<file path="config.mk">
export PLATFORM = sky130hd
export DESIGN_NAME = integer_token_parser_unit
export DESIGN_NICKNAME = d
export VERILOG_FILES = /design/src/sv/itp_pkg.sv /design/src/sv/integer_token_parser_unit.sv
export SDC_FILE = /design/constraint.sdc
export NUM_CORES = 1
export LEC_CHECK = 0
export ABC_CLOCK_PERIOD_IN_PS = 6000
export BUFFER_PORTS_ARGS = -buffer_cell sky130_fd_sc_hd__buf_4
export CAP_MARGIN = 5
export CORE_MARGIN = 2
export CORE_UTILIZATION = 62
export CTS_BUF_LIST = sky130_fd_sc_hd__clkbuf_16
export CTS_CLUSTER_SIZE = 20
export DETAILED_ROUTE_END_ITERATION = 7
export GPL_ROUTABILITY_DRIVEN = 1
export PLACE_DENSITY = 0.82
export SYNTH_ARGS = -nofsm -noshare
export SYNTH_HDL_FRONTEND = slang
export SYNTH_SLANG_ARGS = --single-unit
</file>
<file path="constraint.sdc">
create_clock -name clock -period 6 [get_ports clock]
set_input_delay 0 -clock clock [delete_from_list [all_inputs] [get_ports clock]]
set_output_delay 0 -clock clock [all_outputs]
set_load 0.02 [all_outputs]
</file>
<file path="src/sv/itp_pkg.sv">
`timescale 1ns / 1ps
// ----------------------------------------------------------------------------
// Integer token parser package
// Parse modes, keyword codes and character-class helpers.
// ----------------------------------------------------------------------------
package itp_pkg;

   localparam int CHAR_W  = 8;
   localparam int LIMIT_W = 31;
   localparam int VALUE_W = 32;
   localparam int ACC_W   = 36;
   localparam int WARN_W  = 2;

   localparam logic [7:0] CHAR_PERCENT = 8'h25;
   localparam logic [7:0] CHAR_HASH    = 8'h23;
   localparam logic [7:0] CHAR_MINUS   = 8'h2d;

   localparam logic [VALUE_W-1:0] OPAQUE_ALPHA = 32'hff00_0000;
   localparam logic [3:0]         ALPHA_MAX_DIGITS = 4'd6;

   // Warning codes
   localparam logic [WARN_W-1:0] WARN_NONE     = 2'd0;
   localparam logic [WARN_W-1:0] WARN_OVERFLOW = 2'd1;
   localparam logic [WARN_W-1:0] WARN_NO_HEX   = 2'd2;

   // Keyword codes
   localparam logic [2:0] KW_TRUE  = 3'd0;
   localparam logic [2:0] KW_FALSE = 3'd1;
   localparam logic [2:0] KW_ON    = 3'd2;
   localparam logic [2:0] KW_OFF   = 3'd3;
   localparam logic [2:0] KW_YES   = 3'd4;
   localparam logic [2:0] KW_NO    = 3'd5;

   typedef enum logic [7:0] {
      MODE_START   = 8'b0000_0001,
      MODE_MINUS   = 8'b0000_0010,
      MODE_DEC     = 8'b0000_0100,
      MODE_PCT     = 8'b0000_1000,
      MODE_HEX     = 8'b0001_0000,
      MODE_KEY     = 8'b0010_0000,
      MODE_DEAD    = 8'b0100_0000,
      MODE_HEXDEAD = 8'b1000_0000
   } mode_type;

   function automatic logic [2:0] kw_len(input logic [2:0] choice);
      logic [2:0] len;
      case (choice)
         KW_TRUE:  len = 3'd4;
         KW_FALSE: len = 3'd5;
         KW_ON:    len = 3'd2;
         KW_OFF:   len = 3'd3;
         KW_YES:   len = 3'd3;
         KW_NO:    len = 3'd2;
         default:  len = 3'd0;
      endcase
      return len;
   endfunction

   function automatic logic kw_val(input logic [2:0] choice);
      return (choice == KW_TRUE) || (choice == KW_ON) || (choice == KW_YES);
   endfunction

   // Byte of a keyword at a position; zero past its end
   function automatic logic [7:0] kw_char(input logic [2:0] choice,
                                          input logic [2:0] pos);
      logic [7:0] ch;
      ch = 8'h00;
      case (choice)
         KW_TRUE: begin
            case (pos)
               3'd0:    ch = "t";
               3'd1:    ch = "r";
               3'd2:    ch = "u";
               3'd3:    ch = "e";
               default: ch = 8'h00;
            endcase
         end
         KW_FALSE: begin
            case (pos)
               3'd0:    ch = "f";
               3'd1:    ch = "a";
               3'd2:    ch = "l";
               3'd3:    ch = "s";
               3'd4:    ch = "e";
               default: ch = 8'h00;
            endcase
         end
         KW_ON: begin
            case (pos)
               3'd0:    ch = "o";
               3'd1:    ch = "n";
               default: ch = 8'h00;
            endcase
         end
         KW_OFF: begin
            case (pos)
               3'd0:    ch = "o";
               3'd1:    ch = "f";
               3'd2:    ch = "f";
               default: ch = 8'h00;
            endcase
         end
         KW_YES: begin
            case (pos)
               3'd0:    ch = "y";
               3'd1:    ch = "e";
               3'd2:    ch = "s";
               default: ch = 8'h00;
            endcase
         end
         KW_NO: begin
            case (pos)
               3'd0:    ch = "n";
               3'd1:    ch = "o";
               default: ch = 8'h00;
            endcase
         end
         default: ch = 8'h00;
      endcase
      return ch;
   endfunction

   function automatic logic is_digit(input logic [7:0] c);
      return (c >= "0") && (c <= "9");
   endfunction

   // Hex digit value in [3:0], valid flag in [4]
   function automatic logic [4:0] hex_value(input logic [7:0] c);
      logic [7:0] d;
      d = 8'h00;
      if ((c >= "0") && (c <= "9")) begin
         d = c - 8'h30;
         return {1'b1, d[3:0]};
      end else if ((c >= "a") && (c <= "f")) begin
         d = c - 8'h57;
         return {1'b1, d[3:0]};
      end else if ((c >= "A") && (c <= "F")) begin
         d = c - 8'h37;
         return {1'b1, d[3:0]};
      end
      return 5'b0_0000;
   endfunction

endpackage

</file>
<file path="src/sv/integer_token_parser_unit.sv">
`timescale 1ns / 1ps
// ----------------------------------------------------------------------------
// Integer token parser unit
// Parses decimal, '#' hex colour and boolean keyword tokens byte by byte.
// ----------------------------------------------------------------------------
// One token byte is taken per cycle while the input register is not holding
// back a last byte for the result side. A byte lands in an input register;
// from there it updates the token state (one constant multiply-by-ten and
// add, one limit compare) and, on the last byte of a token, loads the result
// register. Bytes that are not last never wait on the result side; a last
// byte waits only while an earlier result is still held. Only the last byte
// of a token yields a result.
// ----------------------------------------------------------------------------
module integer_token_parser_unit
   import itp_pkg::*;
(
   input  logic                      clock,
   input  logic                      reset,
   input  logic                      req_valid,
   output logic                      req_ready,
   input  logic [CHAR_W-1:0]         req_character,
   input  logic                      req_last_char,
   input  logic                      req_token_quoted,
   output logic                      rsp_valid,
   input  logic                      rsp_ready,
   output logic signed [VALUE_W-1:0] rsp_value,
   output logic                      rsp_is_percent,
   output logic                      rsp_accepted,
   output logic [WARN_W-1:0]         rsp_warning,
   input  logic                      csr_write_enable,
   input  logic [LIMIT_W-1:0]        csr_write_data
);

   logic [LIMIT_W-1:0] limit_ff;

   // Input register
   logic              in_valid_ff, in_valid_in;
   logic [CHAR_W-1:0] in_char_ff;
   logic              in_last_ff;
   logic              in_quoted_ff;

   // Token state
   logic             token_start_ff, token_start_in;
   mode_type         mode_ff, mode_in;
   logic [ACC_W-1:0] acc_ff, acc_in;
   logic             neg_ff, neg_in;
   logic [3:0]       hex_cnt_ff, hex_cnt_in;
   logic             pct_ff, pct_in;
   logic             ovf_ff, ovf_in;
   logic [2:0]       pos_ff, pos_in;
   logic [2:0]       kw_ff, kw_in;
   logic             kw_alive_ff, kw_alive_in;

   // Result register
   logic               rsp_valid_ff, rsp_valid_in;
   logic [VALUE_W-1:0] rsp_value_ff, rsp_value_in;
   logic               rsp_pct_ff, rsp_pct_in;
   logic               rsp_acc_ff, rsp_acc_in;
   logic [WARN_W-1:0]  rsp_warn_ff, rsp_warn_in;

   logic       advance;
   logic       load_rsp;
   logic       req_take;

   // Per-byte next values before the end-of-token clear
   mode_type         tk_mode;
   logic [ACC_W-1:0] tk_acc;
   logic             tk_neg;
   logic [3:0]       tk_hex_cnt;
   logic             tk_pct;
   logic             tk_ovf;
   logic [2:0]       tk_pos;
   logic [2:0]       tk_kw;
   logic             tk_alive;

   logic [ACC_W-1:0] dec_sum;
   logic [4:0]       hex_d;
   logic             digit;
   logic [2:0]       kw_eff;
   logic [VALUE_W-1:0] mag;

   assign advance   = in_valid_ff && (!in_last_ff || !rsp_valid_ff || rsp_ready);
   assign load_rsp  = advance && in_last_ff;
   assign req_ready = !in_valid_ff || advance;
   assign req_take  = req_valid && req_ready;

   always_comb begin
      if (req_take) begin
         in_valid_in = 1'b1;
      end else if (advance) begin
         in_valid_in = 1'b0;
      end else begin
         in_valid_in = in_valid_ff;
      end
   end

   // Byte step
   always_comb begin
      digit   = is_digit(in_char_ff);
      hex_d   = hex_value(in_char_ff);
      dec_sum = {acc_ff[ACC_W-4:0], 3'b000} + {acc_ff[ACC_W-2:0], 1'b0}
                + {{(ACC_W-4){1'b0}}, in_char_ff[3:0]};
      kw_eff  = kw_ff;

      tk_mode    = mode_ff;
      tk_acc     = acc_ff;
      tk_neg     = neg_ff;
      tk_hex_cnt = hex_cnt_ff;
      tk_pct     = pct_ff;
      tk_ovf     = ovf_ff;
      tk_pos     = pos_ff;
      tk_kw      = kw_ff;
      tk_alive   = kw_alive_ff;

      if (token_start_ff && in_quoted_ff) begin
         tk_mode = MODE_DEAD;
      end else begin
         case (mode_ff)
            MODE_START, MODE_MINUS, MODE_DEC: begin
               if (digit) begin
                  tk_mode = MODE_DEC;
                  if (!ovf_ff) begin
                     tk_acc = dec_sum;
                     tk_ovf = dec_sum > {{(ACC_W-LIMIT_W){1'b0}}, limit_ff};
                  end
               end else if (mode_ff == MODE_START) begin
                  tk_mode = MODE_KEY;
                  tk_pos  = 3'd1;
                  if (in_char_ff == CHAR_MINUS) begin
                     tk_neg  = 1'b1;
                     tk_mode = MODE_MINUS;
                     tk_pos  = pos_ff;
                  end else if (in_char_ff == CHAR_HASH) begin
                     tk_mode = MODE_HEX;
                     tk_pos  = pos_ff;
                  end else if (in_char_ff == "t") begin
                     tk_kw = KW_TRUE;
                  end else if (in_char_ff == "f") begin
                     tk_kw = KW_FALSE;
                  end else if (in_char_ff == "o") begin
                     tk_kw = KW_ON;
                  end else if (in_char_ff == "y") begin
                     tk_kw = KW_YES;
                  end else if (in_char_ff == "n") begin
                     tk_kw = KW_NO;
                  end else begin
                     tk_mode = MODE_DEAD;
                  end
               end else if (mode_ff == MODE_DEC && in_char_ff == CHAR_PERCENT) begin
                  tk_pct  = 1'b1;
                  tk_mode = MODE_PCT;
               end else begin
                  tk_mode = MODE_DEAD;
               end
            end
            MODE_PCT: begin
               tk_mode = MODE_DEAD;
            end
            MODE_HEX: begin
               if (hex_d[4]) begin
                  tk_acc = {{(ACC_W-VALUE_W){1'b0}}, acc_ff[VALUE_W-5:0], hex_d[3:0]};
                  if (hex_cnt_ff != 4'hf) begin
                     tk_hex_cnt = hex_cnt_ff + 4'd1;
                  end
               end else begin
                  tk_mode = MODE_HEXDEAD;
               end
            end
            MODE_KEY: begin
               if (kw_alive_ff) begin
                  // "o" then "f" switches from on to off
                  if (kw_ff == KW_ON && pos_ff == 3'd1 && in_char_ff == "f") begin
                     kw_eff = KW_OFF;
                  end
                  tk_kw = kw_eff;
                  if (pos_ff >= kw_len(kw_eff) || kw_char(kw_eff, pos_ff) != in_char_ff) begin
                     tk_alive = 1'b0;
                  end else begin
                     tk_pos = pos_ff + 3'd1;
                  end
               end
            end
            default: begin
               tk_mode = mode_ff;
            end
         endcase
      end
   end

   // Result from the post-byte state
   always_comb begin
      mag          = tk_acc[VALUE_W-1:0];
      rsp_value_in = '0;
      rsp_pct_in   = 1'b0;
      rsp_acc_in   = 1'b0;
      rsp_warn_in  = WARN_NONE;
      case (tk_mode)
         MODE_DEC, MODE_PCT: begin
            rsp_value_in = tk_neg ? (~mag + 32'd1) : mag;
            rsp_pct_in   = tk_pct;
            rsp_acc_in   = 1'b1;
         end
         MODE_HEX: begin
            rsp_value_in = (tk_hex_cnt <= ALPHA_MAX_DIGITS) ? (mag | OPAQUE_ALPHA) : mag;
            rsp_acc_in   = 1'b1;
         end
         MODE_KEY: begin
            if (tk_alive && tk_pos == kw_len(tk_kw)) begin
               rsp_value_in = {{(VALUE_W-1){1'b0}}, kw_val(tk_kw)};
               rsp_acc_in   = 1'b1;
            end
         end
         default: begin
            rsp_acc_in = 1'b0;
         end
      endcase
      if (tk_ovf) begin
         rsp_warn_in = WARN_OVERFLOW;
      end else if ((tk_mode == MODE_HEX || tk_mode == MODE_HEXDEAD) && tk_hex_cnt == 4'd0) begin
         rsp_warn_in = WARN_NO_HEX;
      end
   end

   // Commit the byte; clear the token state after its last byte
   always_comb begin
      token_start_in = token_start_ff;
      mode_in        = mode_ff;
      acc_in         = acc_ff;
      neg_in         = neg_ff;
      hex_cnt_in     = hex_cnt_ff;
      pct_in         = pct_ff;
      ovf_in         = ovf_ff;
      pos_in         = pos_ff;
      kw_in          = kw_ff;
      kw_alive_in    = kw_alive_ff;
      if (advance) begin
         if (in_last_ff) begin
            token_start_in = 1'b1;
            mode_in        = MODE_START;
            acc_in         = '0;
            neg_in         = 1'b0;
            hex_cnt_in     = 4'd0;
            pct_in         = 1'b0;
            ovf_in         = 1'b0;
            pos_in         = 3'd0;
            kw_in          = KW_TRUE;
            kw_alive_in    = 1'b1;
         end else begin
            token_start_in = 1'b0;
            mode_in        = tk_mode;
            acc_in         = tk_acc;
            neg_in         = tk_neg;
            hex_cnt_in     = tk_hex_cnt;
            pct_in         = tk_pct;
            ovf_in         = tk_ovf;
            pos_in         = tk_pos;
            kw_in          = tk_kw;
            kw_alive_in    = tk_alive;
         end
      end
   end

   always_comb begin
      if (load_rsp) begin
         rsp_valid_in = 1'b1;
      end else if (rsp_ready) begin
         rsp_valid_in = 1'b0;
      end else begin
         rsp_valid_in = rsp_valid_ff;
      end
   end

   always_ff @(posedge clock) begin
      if (reset) begin
         limit_ff       <= {LIMIT_W{1'b1}};
         in_valid_ff    <= 1'b0;
         rsp_valid_ff   <= 1'b0;
         token_start_ff <= 1'b1;
         mode_ff        <= MODE_START;
         acc_ff         <= '0;
         neg_ff         <= 1'b0;
         hex_cnt_ff     <= 4'd0;
         pct_ff         <= 1'b0;
         ovf_ff         <= 1'b0;
         pos_ff         <= 3'd0;
         kw_ff          <= KW_TRUE;
         kw_alive_ff    <= 1'b1;
      end else begin
         if (csr_write_enable) begin
            limit_ff <= csr_write_data;
         end
         in_valid_ff    <= in_valid_in;
         rsp_valid_ff   <= rsp_valid_in;
         token_start_ff <= token_start_in;
         mode_ff        <= mode_in;
         acc_ff         <= acc_in;
         neg_ff         <= neg_in;
         hex_cnt_ff     <= hex_cnt_in;
         pct_ff         <= pct_in;
         ovf_ff         <= ovf_in;
         pos_ff         <= pos_in;
         kw_ff          <= kw_in;
         kw_alive_ff    <= kw_alive_in;
      end
   end

   // Payload registers
   always_ff @(posedge clock) begin
      if (req_take) begin
         in_char_ff   <= req_character;
         in_last_ff   <= req_last_char;
         in_quoted_ff <= req_token_quoted;
      end
      if (load_rsp) begin
         rsp_value_ff <= rsp_value_in;
         rsp_pct_ff   <= rsp_pct_in;
         rsp_acc_ff   <= rsp_acc_in;
         rsp_warn_ff  <= rsp_warn_in;
      end
   end

   assign rsp_valid      = rsp_valid_ff;
   assign rsp_value      = rsp_value_ff;
   assign rsp_is_percent = rsp_pct_ff;
   assign rsp_accepted   = rsp_acc_ff;
   assign rsp_warning    = rsp_warn_ff;

endmodule
</file>
* Word-level counts from Yosys, hierarchy flattened
Index checks and enable logic that the tools add are counted.
Word-level totals: input bits 46, word-level logic and storage cells 226, register bits 137, output and inout bits 38
Cells by class: add/sub/neg operators 8, magnitude comparators 9, muxes and demuxes 108, eq/ne operators 41, bitwise logic cells 1, reduce and logical (&&, ||, !) cells 38
Operator list (count):
- 2-to-1 mux 35 bit | 5
- case mux 32 bit (3 select lines) | 1
- 2-to-1 mux 3 bit | 28
- case mux 35 bit (2 select lines) | 1
- 2-to-1 mux 32 bit | 2
- 2-to-1 mux 8 bit | 8
- 2-to-1 mux 7 bit | 8
- case mux 8 bit (6 select lines) | 1
- case mux 7 bit (2 select lines) | 3
- == test 8 x 6 -> 1 bit, second input constant | 5
- == test 8 x 7 -> 1 bit, second input constant | 5
- adder 36 bit | 1
- adder 36 x 4 -> 36 bit | 1
- greater-than comparator 36 x 31 -> 1 bit | 1
- case mux 7 bit (5 select lines) | 1
- adder 32 x 1 -> 32 bit, second input constant | 1
- 2-to-1 mux 1 bit | 32
- inverter 32 bit | 1
- case mux 7 bit (4 select lines) | 1
- case mux 3 bit (4 select lines) | 2
- case mux 8 bit (3 select lines) | 1
- == test 3 x 2 -> 1 bit, second input constant | 7
- case mux 7 bit (3 select lines) | 1
- 2-to-1 mux 4 bit | 5
- other kinds (37) | 83

* Depth between registers and ports, before layout
Gate-level depths: netlist (run 1).
depth after elaboration 23, gate-level depth with buffers 21, mapped depth without buffers 21

* Worst setup path before layout (run 1)
No wires, ideal clock.
path type register to register, start register in_char_ff[3], end register rsp_value_ff[24] (netlist: rsp_value[24]), data pin, required time 5.727 ns, path buffers 1, clock period less this slack 5.035 ns, data arrival time 4.761 ns, path slack 0.965 ns, stages on the path, launching flop included 15, setup time 0.273 ns, path through edfxtp_1 -> fa_1 -> fa_1 -> a21o_1 -> a221oi_2 -> nand4bb_1 -> a32oi_1 -> xor2_1 -> a222oi_1 -> nand4_1 -> or4_1 -> buf_2 -> or4_4 -> a21oi_1 -> o32ai_2
Between the ends: word-level cells in the longest chain between the ends 15, elaborated cells between the ends (all ways) 66, classes of those cells 5 x add/sub; 7 x order compare; 12 x eq/ne; 36 x mux; 1 x bitwise; 5 x reduce/logical
RTL lines:
- from (decl) | RTL line integer_token_parser_unit.sv:38 | logic [CHAR_W-1:0] in_char_ff;
- from (signal assigned) | RTL line integer_token_parser_unit.sv:310 | in_char_ff <= req_character;
- parallel branches: the longest is 14 deep, another holds adder 36 x 4 -> 36 bit
- case mux 32 bit (3 select lines) (*) | RTL line integer_token_parser_unit.sv:197 | case (tk_mode)
- named net rsp_value_in[24] | RTL line integer_token_parser_unit.sv:56 | logic [VALUE_W-1:0] rsp_value_ff, rsp_value_in;
- to (signal assigned) | RTL line integer_token_parser_unit.sv:315 | rsp_value_ff <= rsp_value_in;
- to (decl) | RTL line integer_token_parser_unit.sv:56
Mark *: on every way through the listed nets, which the timed path passes. The select of a mux whose other input is x is not followed. A chain may end at the register's enable or synchronous reset.

* Final worst setup path (run 1)
start register acc_ff[2], end register rsp_warn_ff[1] (netlist: rsp_warning[1]), data pin
Between the ends: word-level cells in the longest chain between the ends 7
RTL lines:
- from (decl) | RTL line integer_token_parser_unit.sv:45 | logic [ACC_W-1:0] acc_ff, acc_in;
- from (signal assigned) | RTL line integer_token_parser_unit.sv:296 | acc_ff <= acc_in;
- adder 36 bit | RTL line integer_token_parser_unit.sv:101 | dec_sum = {acc_ff[ACC_W-4:0], 3'b000} + {acc_ff[ACC_W-2:0], 1'b0}
- adder 36 x 4 -> 36 bit | RTL line integer_token_parser_unit.sv:102 | + {{(ACC_W-4){1'b0}}, in_char_ff[3:0]};
- greater-than comparator 36 x 31 -> 1 bit | RTL line integer_token_parser_unit.sv:124 | tk_ovf = dec_sum > {{(ACC_W-LIMIT_W){1'b0}}, limit_ff};
- 2-to-1 mux 1 bit | RTL line integer_token_parser_unit.sv:122 | if (!ovf_ff) begin
- 2-to-1 mux 1 bit | RTL line integer_token_parser_unit.sv:120 | if (digit) begin
- 2-to-1 mux 1 bit | RTL line integer_token_parser_unit.sv:118 | case (mode_ff)
- 2-to-1 mux 1 bit | RTL line integer_token_parser_unit.sv:115 | if (token_start_ff && in_quoted_ff) begin
- named net tk_ovf | RTL line integer_token_parser_unit.sv:71 | logic tk_ovf;
- to (signal assigned) | RTL line integer_token_parser_unit.sv:318 | rsp_warn_ff <= rsp_warn_in;
- to (decl) | RTL line integer_token_parser_unit.sv:59 | logic [WARN_W-1:0] rsp_warn_ff, rsp_warn_in;
The timed path passes the listed nets, and every way through them passes these cells.

==> results of run 1 <==
-- cells in the final DEF (no fill, tap or decap), types with 8 or more instances in the layout --
cell type | synthesis | layout
nor2_1 | 146 | 146
or2_2 | 8 | 8
and3_1 | 18 | 17
nand2b_1 | 8 | 8
nand4_1 | 25 | 25
o21a_1 | 12 | 12
nor2b_1 | 20 | 20
nor3b_1 | 13 | 13
a22o_1 | 15 | 15
xnor2_1 | 45 | 45
dfxtp_1 | 91 | 91
ha_1 | 112 | 112
nand2_1 | 116 | 116
o211ai_1 | 42 | 42
a31oi_1 | 17 | 17
o31ai_1 | 11 | 11
xor2_1 | 20 | 20
a22oi_1 | 43 | 43
mux2i_1 | 9 | 9
nor3_1 | 24 | 24
edfxtp_1 | 46 | 46
a21o_1 | 42 | 42
a211oi_1 | 17 | 17
inv_1 | 64 | 65
buf_4 | 0 | 105
and2_1 | 18 | 18
o21ai_0 | 51 | 51
dlygate4sd3_1 | 0 | 42
a21oi_1 | 105 | 105
nor4_1 | 12 | 12
nand3_1 | 39 | 39
clkbuf_16 | 0 | 17
o22ai_1 | 31 | 31
a221oi_1 | 9 | 9
-- power by group through the flow --
stage                     registers, mW  clock network (mW)  logic, mW
after floorplan                    1.02                   0      0.139
after global placement             1.02                   0      0.226
after detailed placement           1.02                   0      0.228
after CTS                          1.00                1.07      0.251
after global routing               1.00                1.11      0.281
final                              1.00                1.07      0.260
-- flip-flops by register name (all words and copies together) (netlist names) --
signal,count
token_start_ff,1
neg_ff,1
kw_ff,3
rsp_is_percent,1
ovf_ff,1
pct_ff,1
acc_ff,35
in_valid_ff,1
rsp_warning,2
in_char_ff,8
in_quoted_ff,1
kw_alive_ff,1
in_last_ff,1
limit_ff,31
rsp_value,32
mode_ff,8
rsp_valid,1
rsp_accepted,1
pos_ff,3
hex_cnt_ff,4
-- repair_timing --
action / CTS / global route
hold endpoints to repair: 42 / 0
buffers inserted: 0 / 0
hold buffers: 42 / 0
-- layer usage --
metal | track usage [%] | vias up | share of wire, % | wire length [um]
li1 | - | 5518 | - | -
met1 | 41.8 | 5555 | 39 | 13800
met2 | 62.0 | 570 | 48 | 17300
met3 | 8.03 | 129 | 7.8 | 2780
met4 | 18.6 | 0 | 5.2 | 1870
met5 | 0 | - | 0 | 0
-- worst paths after layout --
| check | startpoint | to | slack (ns) | cells past startpoint |
|---|---|---|---|---|
| worst min-delay path | rsp_ready | rsp_valid | -0.003 | 3 |
| worst max register to register | acc_ff[2] | rsp_warning[1] | 0.26 | 20 |
| worst max-delay path | acc_ff[2] | rsp_warning[1] | 0.26 | 20 |
| worst min register to register | token_start_ff | token_start_ff | 0.46 | 2 |
-- worst register-to-register path: stages, from the launching register on --
cell and delay, ns:
dfxtp_1 0.48, fa_1 0.53, ha_1 0.32, a21o_1 0.18, nand4_1 0.13, a21oi_1 0.14
nor4_1 0.89, nor2_1 0.15, xor2_1 0.37, ha_1 0.33, nand4_1 0.12, nor2_1 0.08
nand3_1 0.11, nor3_1 0.10, o21ai_0 0.10, o211ai_1 0.13, o211ai_1 0.22, o211ai_1 0.14
a221o_1 0.38, o41a_1 0.50, nor3_1 0.20
-- metrics by stage --
step | setup slack [ns] | cells | power (mW)
2_1_floorplan | 0.965 | 1418 | 1.16
3_3_place_gp | 0.654 | 1676 | 1.25
3_5_place_dp | 0.489 | 1676 | 1.25
4_1_cts | 0.462 | 1750 | 2.32
5_1_grt | 0.103 | 1750 | 2.39
6_report | 0.261 | 1750 | 2.33
-- layout make-up --
class,count,area [um^2]
multi-input combinational,1141,7730
fill,1414,4830
sequential,137,3200
timing repair buffer,147,1210
clock buffer,17,425
tap,229,287
inverter,64,240
clock inverter,15,154
-- cell families (layout without fill, tap and decap cells) --
| logic type | after synthesis | in the layout | synth area share, % |
|---|---|---|---|
| muxes | 11 | 11 | 0.982 |
| AOI/OAI and AO/OA | 462 | 462 | 27.6 |
| DFF | 137 | 137 | 27.9 |
| adders and majority gates | 114 | 114 | 12.6 |
| and+or+nand+nor | 489 | 489 | 21.3 |
| buffers and inverters | 140 | 243 | 4.67 |
| xor gates and xnor gates | 65 | 65 | 4.96 |
==> run metrics, run 1 <==
Setup CP Type reg2reg; final setup violation count 0; clk root buf clkbuf_16; Cell Area, Synth approximately 11000 um^2; clock power share between 40% and 50%; synth top area cells dfxtp_1, ha_1, edfxtp_1, nor2_1, a21oi_1; Hold Slack -0.00277 ns; clk buf depth 2; Synth area leader dfxtp_1; Max-slew headroom 19.6%; critical path arrival between 6 and 7 ns; number of port buffers 83; Syn Inst Count between 1k and 1.5k; H-tree levels 4; hpwl dp 25.9 mm; power share of the combinational group between 10% and 20%; nature of the critical path startpoint register; worst skew pair latency 0.44 ns; die height between 100 and 150 um; VDD IR max a little over 0.2 mV; Max Fclk 0.174 GHz; Pleak about 5.9 nW; Crit Path Max Fanout 7; Cell Int Power roughly 1.7 mW; most frequent CP cell o211ai_1; Req. time, crit path between 6 and 7 ns; standard-cell rows slightly below 50; Seq/Total Area, Yosys ~28%; outcome complete, but fails checks; final critical-path required period ~5.7 ns; die width roughly 140 um; switch share a little over a quarter; largest net degree at the start of global routing just over 60; number of max-cap violations 0; first-pass GRT wire length ~56 mm; final wirelength ~36 mm; Fin Setup TNS 0 ns; DRT Pass-1 Iters 8; Core Util, Final roughly three quarters; antenna diode count 0; Final Instance Area 13300 um^2; slowest stage delay, CP around 0.9 ns; Num CTS Buffers 17; Slowest-stage cell, CP nor4_1; ratio of cells with drive above 1 in the final layout 10.3%; Syn Area/Cell just over 8 um^2; Final Hold Viols 2; vias per inst 6.73; Seq pwr share around 43%; vias in the first global route approximately 11k; clock skew 0.0150 ns; most used flip-flop cell after synthesis dfxtp_1; total grt overflow 0; DR vias about 12k; IO Pins between 80 and 90; top cell type's share of synthesized area between 15 and 20%; number of synthesized flops with an enable pin 46; Wirelength per Cell ~20 um; Tot GR Track Use between 30% and 40%; NumNets Final approximately 1.7k; CTS resizes 0; Psw 626 uW; cell with the most instances after synthesis nor2_1; RSZ-0062 raised after global routing false; Core Footprint 18100 um^2; number of synthesized register bits 137; CP Cell Sequence fa_1, ha_1, a21o_1, nand4_1, a21oi_1, nor4_1, nor2_1, xor2_1, ha_1, nand4_1, nor2_1, nand3_1, nor3_1, o21ai_0, o211ai_1, o211ai_1, o211ai_1, a221o_1, o41a_1, nor3_1; Ys Warns 0; cell family with most CP delay compound AO/OA/AOI/OAI gates; initial antenna violation count 0; failing checks design-rule violations, negative hold slack; area added between synthesis and finish 15.5%; Placed Area between 10000 and 15000 um^2; Slew @ Worst Pin between 1 and 1.5 ns; Post-Syn Nets between 1.5k and 2k; Bufs and invs on worst path 0; Clk pin slew, worst setup/hold paths approximately 0.06 ns; final worst path period share between 90 and 100%; die area a little under 20000 um^2; PwrDens approximately 180 nW/um^2; Routed Antenna Nets 0; FFs w/ async S/R, synth 0%; Initial Util 63.4%; Synth cell types 80; drc violations 2; Hold/Removal Path Class in2reg; Synth top cells by count nor2_1, nand2_1, ha_1; CTS tree yes; fin. max-slew vios 0; # clock sinks ~140; CP endpoint kind register; Iter 0 DRT Violations between 1k and 1.5k; Routability Congestion ~1.0
(Power assumes the default switching activity.)
==> run 2: changes to the inputs <==
BUFFER_PORTS_ARGS = -buffer_cell sky130_fd_sc_hd__buf_2   (was -buffer_cell sky130_fd_sc_hd__buf_4)
==> run 2 against run 1 <==
The run ends with design-rule violations left. Non-clock buffer count stayed put. Total power shrank 0.66%. Sequential share of layout area is 0.38 points higher. Register-to-register slack gained 0.17 ns. Count of clock-buffer cells in the layout unchanged. Die area unchanged. Maximum frequency rose by 3.1%. Sequential power about the same. Combinational power down 4%. Worst setup slack gained 0.17 ns. Critical path type unchanged. Largest cell class unchanged. Highest routed layer unchanged.
==> run metrics, run 2 (synthesis gave the netlist of run 1 again) <==
Hold/Removal Path Class in2reg; CP Cell Sequence fa_1, ha_1, a21o_1, nand4_1, a21oi_1, nor4_1, nor2_1, xor2_1, ha_1, nand4_1, nor2_1, nand3_1, nor3_1, o21ai_0, o211ai_1, o211ai_1, o211ai_1, a221o_1, o41a_1, nor3_1; Slowest-stage cell, CP nor4_1; vias in the first global route 11.2k (+1.3%); initial antenna violation count 0 (unchanged); commonest non-fill, non-tap cell in the layout nor2_1; largest net degree at the start of global routing 62 (unchanged); Max Used Layer met4; Setup CP Type reg2reg; area added between synthesis and finish 13.7%; Core Util, Final 72.1% (-1.1 points); Max-slew headroom 21.7% (+2.1 points); Fill cells 1422 (+0.57%); Wirelength per Cell 20.7 um (+1.4%); final worst path period share 92.8% (-2.8 points); Fin Setup TNS 0 ns (unchanged); outcome complete, but fails checks; final wirelength 36.1 mm (+1.4%); failing checks design-rule violations; Initial Util 63.4% (unchanged); routed wire length on met2 17.5 mm (+1.2%); clk buf depth 2 (unchanged); max reg flops 35 (unchanged); number of port buffers 83 (unchanged); Bufs and invs on worst path 0 (unchanged); total grt overflow 0 (unchanged); Req. time, crit path 6.28 ns (about the same); die area 19600 um^2 (unchanged); vias per inst 6.73 (+0.10%); RSZ-0062 raised after global routing false; DRT Pass-1 Iters 8 (unchanged); Final Hold Viols 0 (-2); Routed Antenna Nets 0 (unchanged); power share of the combinational group 10.8% (-0.4 points); number of max-cap violations 0 (unchanged); DR vias 11.8k (+0.10%); die height 140 um (unchanged); metal3 WL 2.77 mm (-0.18%); NumNets Final 1668 (unchanged); fin. max-slew vios 0 (unchanged); worst skew pair latency 0.44 ns (about the same); # clock sinks 137 (unchanged); Core Footprint 18100 um^2 (unchanged); first-pass GRT wire length 57.4 mm (+2.0%); hpwl dp 26.2 mm (+1.0%); clock skew 0.0107 ns (-0.00433 ns); Max Fclk 0.180 GHz (+3.1%); Seq pwr share 43.3% (+0.3 points); CTS tree yes; Tot GR Track Use 36.4% (+0.56 points); Crit Path Max Fanout 6 (-1); final setup violation count 0 (unchanged); Multi-input gate area 7730 um^2 (unchanged); clk root buf clkbuf_16; CTS resizes 0 (unchanged); Slew @ Worst Pin 1.17 ns (-0.0314 ns); PwrDens 177 nW/um^2 (+0.91%); Psw 622 uW (-0.72%); ratio of cells with drive above 1 in the final layout 10.2% (-0.13 points); die width 140 um (unchanged); Iter 0 DRT Violations 1220 (-1.1%); Num CTS Buffers 17 (unchanged); final critical-path required period 5.57 ns (-0.170 ns); Clk pin slew, worst setup/hold paths 0.06 ns (about the same); standard-cell rows 49 (unchanged); nature of the critical path startpoint register; CP endpoint kind register; slowest stage delay, CP 0.79 ns (-0.10 ns); clock power share 45.9% (about the same); most frequent cells in the layout nor2_1, nand2_1, ha_1; Storage cell area 3200 um^2 (unchanged); Cell Int Power 1.69 mW (-0.64%); Routability Congestion 0.994 (-0.92%); Pleak 5.84 nW (-1.4%); critical path arrival 5.85 ns (-0.17 ns); switch share 26.9% (about the same); antenna diode count 0 (unchanged); IO Pins 84 (unchanged); met1 WL 13.7 mm (-0.59%); most frequent CP cell o211ai_1; H-tree levels 4 (unchanged); drc violations 2 (unchanged); cell family with most CP delay compound AO/OA/AOI/OAI gates; Reg with most FFs acc_ff; VDD IR max 0.194 mV (-6.9%)
[run 2: changes by cell type in the layout (fill, tap and decap cells not counted), sizes merged]
| cell | delta |
|---|---|
| dlygate4sd3 | +1 |
| clkinv | -1 |
| inv | +1 |
| buf | -1 |
[run 2: timing repair]
action,in CTS,in global routing
hold buffers,43,0
hold endpoints to repair,42,0
buffers inserted,0,0
[run 2: worst min-delay path: stages]
cell and delay [ns]:
buf_2 0.08, nor2b_1 0.11, o21a_1 0.21
[run 2: power by group through the flow]
stage / sequential (mW) / combinational, mW / clock, mW
after floorplan: 1.02 / 0.139 / 0
after CTS: 1.00 / 0.240 / 1.06
after detailed placement: 1.02 / 0.217 / 0
after global routing: 1.00 / 0.268 / 1.10
final: 1.00 / 0.249 / 1.06
after global placement: 1.02 / 0.214 / 0
[run 2: layer usage]
metal / up-vias / GRT usage, %
li1: 5519 / -
met1: 5479 / 42.5
met2: 606 / 62.2
met3: 180 / 7.38
met4: 0 / 21.4
met5: - / 0
[run 2: layout make-up]
class                           count  area share, %
Tap cell                          229           2.20
Clock inverter                     15           1.17
Timing Repair Buffer              147           7.69
Sequential cell                   137           24.6
Clock buffer                       17           3.26
Multi-Input combinational cell   1141           59.3
Inverter                           64           1.84
[run 2: final timing paths]
path,from,endpoint,slack (ns),cells after the start
hold reg to reg,token_start_ff,token_start_ff,0.48,2
setup reg to reg,in_char_ff[3],rsp_warning[1],0.43,20
hold / removal,rsp_ready,rsp_valid,0.01,3
setup / recovery,in_char_ff[3],rsp_warning[1],0.43,20
[run 2: stage by stage]
step / worst slack [ns] / instance area (um^2) / power (mW) / std cells / hold slack, ns
after floorplan: 0.965 / 11500 / 1.16 / 1418 / 0.0989
after global placement: 0.703 / 12000 / 1.23 / 1675 / 0.177
after detailed placement: 0.589 / 12000 / 1.24 / 1675 / 0.179
after CTS: 0.544 / 13000 / 2.30 / 1750 / 0.00899
after global routing: 0.139 / 13000 / 2.37 / 1750 / 0.0196
final: 0.431 / 13000 / 2.31 / 1750 / 0.0147
==> run 3: changes to the inputs <==
CORE_MARGIN = default   (was 2)
CTS_CLUSTER_DIAMETER = 120   (was default)
PLACE_DENSITY = 0.81   (was 0.82)
==> run 3 against run 2 <==
Final cell count unchanged. First-iteration DRC count increased by 3.9%. Total power increased by 1.8%. Non-clock buffer count unchanged. Largest cell class unchanged. Wire length decreased by 0.71%. Via count increased by 0.58%. Cell area increased by 0.28%. Utilization increased by 0.45 points. The flow now finishes without violations. Combinational power about the same. Largest power group unchanged.
==> run metrics, run 3 (synthesis gave the netlist of run 1 again) <==
outcome finished clean; RSZ-0062 raised after global routing false; final worst path period share 91.1% (-1.7 points); final critical-path required period 5.47 ns (-0.101 ns); max reg flops 35 (unchanged); Crit Path Max Fanout 7 (+1); NumNets Final 1668 (unchanged); CP endpoint kind register; PwrDens 180 nW/um^2 (+1.5%); largest net degree at the start of global routing 62 (unchanged); CTS tree yes; die height 138 um (-1.4%); Storage cell area 3200 um^2 (unchanged); vias per inst 6.77 (+0.58%); Slowest-stage cell, CP fa_1; FF-to-FF path depth 20 (unchanged); Multi-input gate area 7750 um^2 (+0.15%); Num CTS Buffers 17 (unchanged); most frequent CP cell o211ai_1; DRT Pass-1 Iters 7 (-1); total grt overflow 0 (unchanged); Placed Area 12000 um^2 (about the same); final wirelength 35.9 mm (-0.71%); final setup violation count 0 (unchanged); reg2reg end rsp_warning[1]; ratio of cells with drive above 1 in the final layout 10.3% (+0.066 points); Slew @ Worst Pin 1.16 ns (-0.00877 ns); critical path arrival 5.66 ns (-0.19 ns); die width 138 um (-1.4%); clk root buf clkbuf_16; placed insts 1674 (-0.060%); worst skew pair latency 0.44 ns (about the same); # clock sinks 137 (unchanged); number of max-cap violations 0 (unchanged); Setup CP Type reg2reg; die area 19100 um^2 (-2.8%); hpwl dp 26.0 mm (-0.80%); Reg with most FFs acc_ff; Routability Congestion 0.999 (+0.51%); fin. max-slew vios 0 (unchanged); initial antenna violation count 0 (unchanged); CP Cell Sequence fa_1, fa_1, a21o_1, a221oi_2, nand4bb_1, a21oi_1, or3_1, and2_1, ha_1, nand4_1, nor2_1, nand3_1, nor3_1, o21ai_0, o211ai_1, o211ai_1, o211ai_1, a221o_1, o41a_1, nor3_1; Final Instance Area 13100 um^2 (+0.28%); Max-slew headroom 22.3% (+0.59 points); drc violations 0 (-2); non-filler instance count after layout 1750 (unchanged); Wirelength per Cell 20.5 um (-0.71%); Max Fclk 0.183 GHz (+1.9%); Final Hold Viols 0 (unchanged); Initial Util 63.6% (+0.22 points); nature of the critical path startpoint register; Pleak 5.85 nW (+0.23%); Setup Buffers After CTS 0 (unchanged); most frequent cells in the layout nor2_1, nand2_1, ha_1; Req. time, crit path 6.19 ns (-0.09 ns); Routed Antenna Nets 0 (unchanged); commonest non-fill, non-tap cell in the layout nor2_1; antenna diode count 0 (unchanged); VDD IR max 0.199 mV (+2.7%); number of port buffers 83 (unchanged); Hold/Removal Path Class in2reg; DR vias 11.9k (+0.58%); clk buf depth 2 (unchanged); worst setup path end rsp_warning[1]; total power 2.35 mW (+1.8%); Iter 0 DRT Violations 1267 (+3.9%); Hold Crit Depth 3 (unchanged); vias in the first global route 11.3k (+0.82%); clock skew 0.0128 ns (+0.00213 ns); IO Pins 84 (unchanged); Core Footprint 18000 um^2 (-0.34%); r2r startpoint acc_ff[2]; area added between synthesis and finish 14.0%; Core Util, Final 72.6% (+0.45 points); Tot GR Track Use 37.6% (+1.1 points); Setup crit start acc_ff[2]; first-pass GRT wire length 58.1 mm (+1.3%); Clk pin slew, worst setup/hold paths 0.07 ns (about the same); register-to-register setup slack 0.53 ns (+0.10 ns); Fill cells 1458 (+2.5%); slowest stage delay, CP 0.51 ns (-0.28 ns); Fin Setup TNS 0 ns (unchanged); H-tree levels 4 (unchanged); standard-cell rows 49 (unchanged)
[run 3: changes by cell type in the layout (fill, tap and decap cells not counted), sizes merged]
cell / change
clkinv: -3
inv: +2
buf: -1
bufinv: +1
dlygate4sd3: +1
[run 3: layout make-up]
| type | count | area share, % |
|---|---|---|
| multi-input combinational | 1141 | 59.2 |
| inverter | 64 | 1.84 |
| clock inverter | 15 | 1.34 |
| sequential | 137 | 24.5 |
| timing repair buffer | 147 | 7.69 |
| tap | 229 | 2.19 |
| clock buffer | 17 | 3.25 |
[run 3: metal layers]
layer / global-route usage (%) / wire [um]
met1: 45.1 / 14000
met2: 62.4 / 17200
met3: 7.03 / 2580
met4: 23.0 / 2070
met5: 0 / 0
[run 3: how the worst min path moves through the flow]
stage                     start             to  slack [ns]
2_1_floorplan  req_character[0]  in_char_ff[0]         0.1
3_3_place_gp   req_character[4]  in_char_ff[4]        0.18
3_5_place_dp   req_character[7]  in_char_ff[7]        0.18
4_1_cts                   reset     mode_ff[4]        0.19
5_1_grt                   reset      acc_ff[1]        0.21
6_report                  reset     mode_ff[4]        0.19
[run 3: worst max-delay path, delay by kind of cell (launching register included)]
| family | cells | cell delay, ns |
|---|---|---|
| AO/OA/AOI/OAI | 9 | 1.77 |
| AND/OR/NAND/NOR | 8 | 1.69 |
| adder cells (fa/ha/maj) | 3 | 1.28 |
| flip-flops | 1 | 0.46 |
[run 3: per-stage QoR]
stage               hold WS (ns)  worst slack, ns
global route               0.209            0.226
CTS                        0.185            0.477
global placement           0.179            0.673
floorplan                 0.0989            0.965
detailed placement         0.179            0.548
finish                     0.192            0.532
[run 3: what timing repair did]
| action | 4_1_cts | 5_1_grt |
|---|---|---|
| endpoints found under the hold margin | 43 | 0 |
| setup endpoints to repair | 0 | 1 |
| hold buffers | 44 | 0 |
| gates resized for setup | 0 | 1 |
[run 3: where the power goes]
group	total (mW)	internal (mW)	leakage, nW	switching (mW)
clock	1.10	0.655	0.297	0.448
combinational	0.249	0.0909	4.40	0.158
sequential	1.00	0.984	1.16	0.0166
